**src/sv/v3a_pkg.sv**
```systemverilog
// Shared constants, types and saturation helper for the three-component vector ALU.
package v3a_pkg;

  localparam int DATA_WIDTH  = 32;
  localparam int FRAC_BITS   = 16;
  localparam int TOL_WIDTH   = DATA_WIDTH - 1;
  localparam int SQ_WIDTH    = 2 * DATA_WIDTH;
  localparam int ROOT_WIDTH  = DATA_WIDTH;
  localparam int QUO_WIDTH   = DATA_WIDTH + FRAC_BITS;
  localparam int OPND_WIDTH  = DATA_WIDTH + 1;
  localparam int PROD_WIDTH  = 2 * OPND_WIDTH;
  localparam int SUM_WIDTH   = PROD_WIDTH + 2;
  localparam int SQRT_STAGES = ROOT_WIDTH;
  localparam int DIV_STAGES  = QUO_WIDTH;

  localparam logic [3:0] OP_ADD       = 4'd0;
  localparam logic [3:0] OP_SUB       = 4'd1;
  localparam logic [3:0] OP_SCALE     = 4'd2;
  localparam logic [3:0] OP_DIV       = 4'd3;
  localparam logic [3:0] OP_DOT       = 4'd4;
  localparam logic [3:0] OP_CROSS     = 4'd5;
  localparam logic [3:0] OP_NORM      = 4'd6;
  localparam logic [3:0] OP_NORMALIZE = 4'd7;
  localparam logic [3:0] OP_DIST      = 4'd8;
  localparam logic [3:0] OP_EQUAL     = 4'd9;

  localparam logic [1:0] ST_OK  = 2'd0;
  localparam logic [1:0] ST_DZ  = 2'd1;
  localparam logic [1:0] ST_OVF = 2'd2;

  typedef logic signed [DATA_WIDTH-1:0] word_t;

  localparam word_t WORD_MAX = {1'b0, {(DATA_WIDTH-1){1'b1}}};
  localparam word_t WORD_MIN = {1'b1, {(DATA_WIDTH-1){1'b0}}};

  typedef struct packed {
    logic  ovf;
    word_t val;
  } sat_t;

  // clamp a wide signed value into one word
  function automatic sat_t sat_word(input logic signed [SUM_WIDTH-1:0] v);
    sat_t r;
    logic [SUM_WIDTH-DATA_WIDTH:0] top;
    top   = v[SUM_WIDTH-1:DATA_WIDTH-1];
    r.ovf = !((&top) || (~|top));
    if (r.ovf) begin
      r.val = v[SUM_WIDTH-1] ? WORD_MIN : WORD_MAX;
    end else begin
      r.val = v[DATA_WIDTH-1:0];
    end
    return r;
  endfunction

endpackage

```
**src/sv/v3a_isqrt.sv**
```systemverilog
// Pipelined integer square root, one result bit per stage.
module v3a_isqrt import v3a_pkg::*; (
  input  logic                  clk,
  input  logic                  en,
  input  logic [SQ_WIDTH-1:0]   radicand,
  output logic [ROOT_WIDTH-1:0] root
);

  logic [SQ_WIDTH-1:0] rem [1:SQRT_STAGES];
  logic [SQ_WIDTH-1:0] acc [1:SQRT_STAGES];

  for (genvar i = 0; i < SQRT_STAGES; i++) begin : g_stage
    localparam logic [SQ_WIDTH-1:0] BIT = SQ_WIDTH'(1) << (SQ_WIDTH - 2 - 2 * i);
    logic [SQ_WIDTH-1:0] rin;
    logic [SQ_WIDTH-1:0] ain;
    logic [SQ_WIDTH-1:0] trial;

    if (i == 0) begin : g_first
      assign rin = radicand;
      assign ain = '0;
    end else begin : g_rest
      assign rin = rem[i];
      assign ain = acc[i];
    end

    assign trial = ain + BIT;

    always_ff @(posedge clk) begin
      if (en) begin
        if (rin >= trial) begin
          rem[i+1] <= rin - trial;
          acc[i+1] <= (ain >> 1) + BIT;
        end else begin
          rem[i+1] <= rin;
          acc[i+1] <= ain >> 1;
        end
      end
    end
  end

  assign root = acc[SQRT_STAGES][ROOT_WIDTH-1:0];

endmodule

```
**config.mk**
```make
export PLATFORM = sky130hd
export DESIGN_NAME = v3a_isqrt
export DESIGN_NICKNAME = d
export VERILOG_FILES = /design/src/sv/v3a_pkg.sv /design/src/sv/v3a_isqrt.sv
export SDC_FILE = /design/constraint.sdc
export NUM_CORES = 2
export LEC_CHECK = 0
export BUFFER_PORTS_ARGS = -buffer_cell sky130_fd_sc_hd__buf_2
export CORE_MARGIN = 1
export CORE_UTILIZATION = 30
export CTS_BUF_LIST = sky130_fd_sc_hd__clkbuf_8 sky130_fd_sc_hd__clkbuf_16
export CTS_CLUSTER_DIAMETER = 80
export DETAILED_ROUTE_END_ITERATION = 12
export PLACE_DENSITY = 0.52
export SYNTH_ARGS = -nofsm -noshare
export SYNTH_HDL_FRONTEND = slang
export SYNTH_SLANG_ARGS = --single-unit
export TNS_END_PERCENT = 100
```
**constraint.sdc**
```tcl
create_clock -name clk -period 6.5 [get_ports clk]
set_clock_uncertainty 0.05 [all_clocks]
set_input_delay 1.95 -clock clk [delete_from_list [all_inputs] [get_ports clk]]
set_output_delay 1.95 -clock clk [all_outputs]
set_load 0.02 [all_outputs]
```
==> impl_metrics.prom <==
# TYPE chip_impl_metric gauge
chip_impl_metric{name="synth-compound-area-share",unit="%"} 9.54
chip_impl_metric{name="number_of_antenna_violations_at_the_first_check_in_global_routing",unit=""} 17
chip_impl_info{name="min-delay-path-class",value="flip-flop to flip-flop"} 1
chip_impl_metric{name="synth.net_count",unit=""} 10500
chip_impl_metric{name="p_leak",unit="nW"} 50.8
chip_impl_metric{name="clk_pin_slew",unit="ps"} 60
chip_impl_metric{name="synth_fa_ha_area_share",unit="%"} 5.74
chip_impl_metric{name="post_synth.cell_area_avg",unit="sq um"} 12.3
chip_impl_metric{name="placed_area",unit="sq um"} 129000
chip_impl_metric{name="drv_cap",unit=""} 1
chip_impl_info{name="tritoncts",value="yes"} 1
chip_impl_metric{name="chipHeight",unit="um"} 639
chip_impl_metric{name="preCtsSetupSlack",unit="ps"} 1360
chip_impl_metric{name="reg2regPathDepth",unit=""} 13
chip_impl_info{name="cp-end-kind",value="flip-flop"} 1
chip_impl_metric{name="clock-sinks",unit=""} 2512
chip_impl_metric{name="cts_post_setup_buffers_inserted",unit=""} 0
chip_impl_info{name="status",value="finished with violations"} 1
chip_impl_metric{name="share_of_the_synthesized_netlist_area_taken_by_xor_and_xnor_gates",unit="%"} 6.29
chip_impl_info{name="worst_hold_path_startpoint",value="rem[0][1094]"} 1
chip_impl_info{name="setup.worst_path.start_class",value="flip-flop"} 1
chip_impl_metric{name="cts-htree-levels",unit=""} 5
chip_impl_metric{name="tightest_slew",unit="ps"} 1490
chip_impl_metric{name="seq_power_share",unit="%"} 46.1
chip_impl_metric{name="fmax",unit="GHz"} 0.205
chip_impl_metric{name="timing.slew.headroom",unit="%"} -0.451
chip_impl_metric{name="cts.hold.buffers_added",unit=""} 0
chip_impl_info{name="critical_path.reg2reg.endpoint",value="rem[0][1535]"} 1
chip_impl_metric{name="yosys_warnings",unit=""} 0
chip_impl_metric{name="place_congestion",unit=""} 0.919
chip_impl_metric{name="synth-simple-area-share",unit="%"} 12.8
chip_impl_metric{name="yosysUniqueCellTypes",unit=""} 96
chip_impl_metric{name="finalHoldViolations",unit=""} 0
chip_impl_metric{name="dp_hpwl",unit="mm"} 243
chip_impl_metric{name="grt.total_usage",unit="%"} 15.1
chip_impl_metric{name="min_period_over_period",unit="%"} 75.1
chip_impl_metric{name="area_of_the_core",unit="sq um"} 403000
chip_impl_metric{name="die_width",unit="um"} 639
chip_impl_info{name="master_cell_of_the_clock_root_buffer",value="clkbuf_16"} 1
chip_impl_metric{name="grt_remaining_overflow",unit=""} 0
chip_impl_metric{name="floorplan.initialDensity",unit="%"} 30.2
chip_impl_metric{name="post_synthesis_async_set_or_reset_flop_share",unit="%"} 0
chip_impl_metric{name="drt_drc_violations_left",unit=""} 0
chip_impl_metric{name="drive_above_1_share",unit="%"} 7.30
chip_impl_metric{name="power.clock.fraction",unit="%"} 33.6
chip_impl_metric{name="fillers",unit=""} 39200
chip_impl_metric{name="hold-worst-slack",unit="ps"} 373
chip_impl_metric{name="cp_data_arrival_time",unit="ps"} 5510
chip_impl_metric{name="post_synth_mux_area_share",unit="%"} 0.519
chip_impl_metric{name="power.switching_fraction",unit="%"} 30.1
chip_impl_info{name="crit-reg2reg-launch",value="acc[0][1447]"} 1
chip_impl_info{name="failing_checks",value="capacitance limit, slew limit"} 1
chip_impl_metric{name="syn_inst",unit=""} 9855
chip_impl_metric{name="edff_count_synth",unit=""} 2512
chip_impl_metric{name="ys_seq_area_share",unit="%"} 62.0
chip_impl_metric{name="cts-buffers-inserted",unit=""} 293
chip_impl_metric{name="ys_seq_elements",unit=""} 2512
chip_impl_metric{name="peakVddDrop",unit="mV"} 0.284
chip_impl_metric{name="min_period",unit="ps"} 4880
chip_impl_info{name="largest_family_of_logic_cells_by_synthesized_area",value="simple AND/OR/NAND/NOR gates"} 1
chip_impl_metric{name="report.final.setup_viol",unit=""} 0
chip_impl_metric{name="clk_latency",unit="ps"} 920
chip_impl_metric{name="vias_per_cell",unit=""} 4.95
chip_impl_metric{name="cts_resized",unit=""} 0
chip_impl_metric{name="max-clock-path-buffers",unit=""} 4
chip_impl_metric{name="final_max_slew_viols",unit=""} 1
chip_impl_metric{name="power_density",unit="nW/um^2"} 351
chip_impl_metric{name="fp.dieArea",unit="sq um"} 408000
chip_impl_metric{name="critPathRequiredTime",unit="ps"} 7130
chip_impl_metric{name="firstDrtPassIters",unit=""} 6
chip_impl_metric{name="pin_count_of_the_biggest_net_entering_global_routing",unit=""} 222
chip_impl_metric{name="worst-path-max-fanout",unit=""} 6
chip_impl_info{name="mostFrequentLayoutCell",value="edfxtp_1"} 1
chip_impl_metric{name="power_switching",unit="mW"} 14.6
chip_impl_metric{name="grt_pass1_wl",unit="mm"} 475
chip_impl_metric{name="floorplan.rows",unit=""} 233
chip_impl_info{name="final_cell_mix",value="edfxtp_1 (2,512), nand2_1 (784), inv_1 (732)"} 1
chip_impl_info{name="ys.flop_type",value="edfxtp_1"} 1
chip_impl_metric{name="setup_total_negative_slack",unit="ps"} 0
chip_impl_metric{name="fin_ws",unit="ps"} 1620
chip_impl_metric{name="routed_length_per_placed_instance",unit="um"} 20.2
chip_impl_info{name="hold_end",value="rem[0][1158]"} 1
chip_impl_info{name="grt_setup_unrepaired",value="no"} 1
chip_impl_metric{name="ant_nets",unit=""} 0
chip_impl_metric{name="top_level_ports",unit=""} 98
chip_impl_metric{name="final_area",unit="sq um"} 138000
chip_impl_metric{name="internal_power_component",unit="mW"} 33.8
chip_impl_metric{name="post_synth_instance_area",unit="sq um"} 122000
chip_impl_metric{name="hold_path_depth",unit=""} 0
chip_impl_metric{name="ff2ff_setup_slack",unit="ps"} 1620
chip_impl_metric{name="vias",unit=""} 77700
chip_impl_metric{name="drt_wl_total",unit="mm"} 317
chip_impl_metric{name="comb_power_share",unit="%"} 20.2
chip_impl_metric{name="fin_nets",unit=""} 10700
chip_impl_metric{name="drtIter0Drc",unit=""} 6767
chip_impl_metric{name="grt_pass1_vias",unit=""} 76500
chip_impl_info{name="timing.setup.critical_path_class",value="flip-flop to flip-flop"} 1
chip_impl_metric{name="layout-area-overhead-vs-synth",unit="%"} 13.6
chip_impl_metric{name="port_buffers",unit=""} 97
[registers in the layout (all words and copies together), names as in the netlist]
signal / flops
acc: 528
rem: 1984
[layout make-up]
class                      instances  area [sq um]  area share [%]
clock inverter                   235          2220            1.60
tap                             5405          6760            4.89
sequential                      2512         75400            54.6
clock buffer                     294          7360            5.32
antenna                            5          12.5         0.00906
multi-input combinational       6389         42600            30.8
inverter                         703          2640            1.91
timing repair buffer             172          1190           0.860
[cell families (layout without fill, tap and decap cells)]
family                   Yosys count  count (layout)
AO/OA/AOI/OAI                   1880            1880
XOR/XNOR                         873             873
adder cells (fa/ha/maj)          558             558
buffers and inverters            954            1404
flip-flops                      2512            2512
multiplexers                      57              57
other                              0               5
AND/OR/NAND/NOR                 3021            3021
[power by group through the flow]
stage          Sequential, mW  Combinational, mW  Clock, mW
5_1_grt                  22.6               10.9       17.3
3_5_place_dp             22.7               9.67          0
2_1_floorplan            21.7               7.21          0
6_report                 22.3               9.80       16.3
3_3_place_gp             22.7               9.58          0
4_1_cts                  22.4               9.75       16.8
[metal layers]
metal	track usage, %	share of wire, %	vias to the layer above	wire length, um
met1	20.9	46	37800	145000
li1	-	-	37300	-
met5	0	0.0073	-	23
met4	4.47	3.0	4	9460
met2	24.1	45	2228	142000
met3	2.60	6.3	454	19900
[through the flow]
stage	instances	total power, mW	utilization (%)
after floorplan	9855	28.9	-
after global placement	15200	32.3	31.9
after detailed placement	15200	32.3	31.9
after CTS	15700	48.9	34.3
after global routing	15700	50.8	34.3
final	15700	48.4	34.3
[critical path, cell delays in order, from the launching register on]
cell and delay [ps]:
edfxtp_1 660, inv_1 100, ha_1 420, nand3_1 180, nor4_1 340, buf_4 200, nand4_1 80, or4_1 430
nor4_1 530, nor4_2 120, nor4b_1 710, nand2_1 160, nor4b_1 380, xor2_1 290
[worst max path at each step]
stage / end / cells past startpoint / slack, ps / from
after detailed placement: rem[0][1841] / 11 / 1360 / en
after global routing: rem[0][1978] / 11 / 1420 / rem[0][1890]
final: rem[0][1535] / 13 / 1620 / acc[0][1447]
after floorplan: acc[0][1986] / 5 / 370 / en
after CTS: rem[0][1407] / 12 / 1640 / acc[0][1310]
after global placement: rem[0][1971] / 7 / 1360 / en
[Yosys cell counts, types with 59 or more instances]
master,instances,area [sq um]
a21o_1,266,2000
nor4_1,361,2260
edfxtp_1,2512,75400
a21oi_1,506,2530
nor2b_1,80,500
nor3_1,263,1320
or3_1,138,863
or4_1,86,646
nand2_1,784,2940
nand3_1,158,791
nor2_1,568,2130
xor2_1,445,3900
xnor2_1,428,3750
nand4_1,146,913
o21bai_1,60,450
nand2b_1,122,763
nor4b_1,59,517
clkbuf_1,187,702
o21ai_0,583,2920
ha_1,558,6980
o21a_1,99,743
inv_1,701,2630
Note: power is estimated with default switching activity, not from simulation.
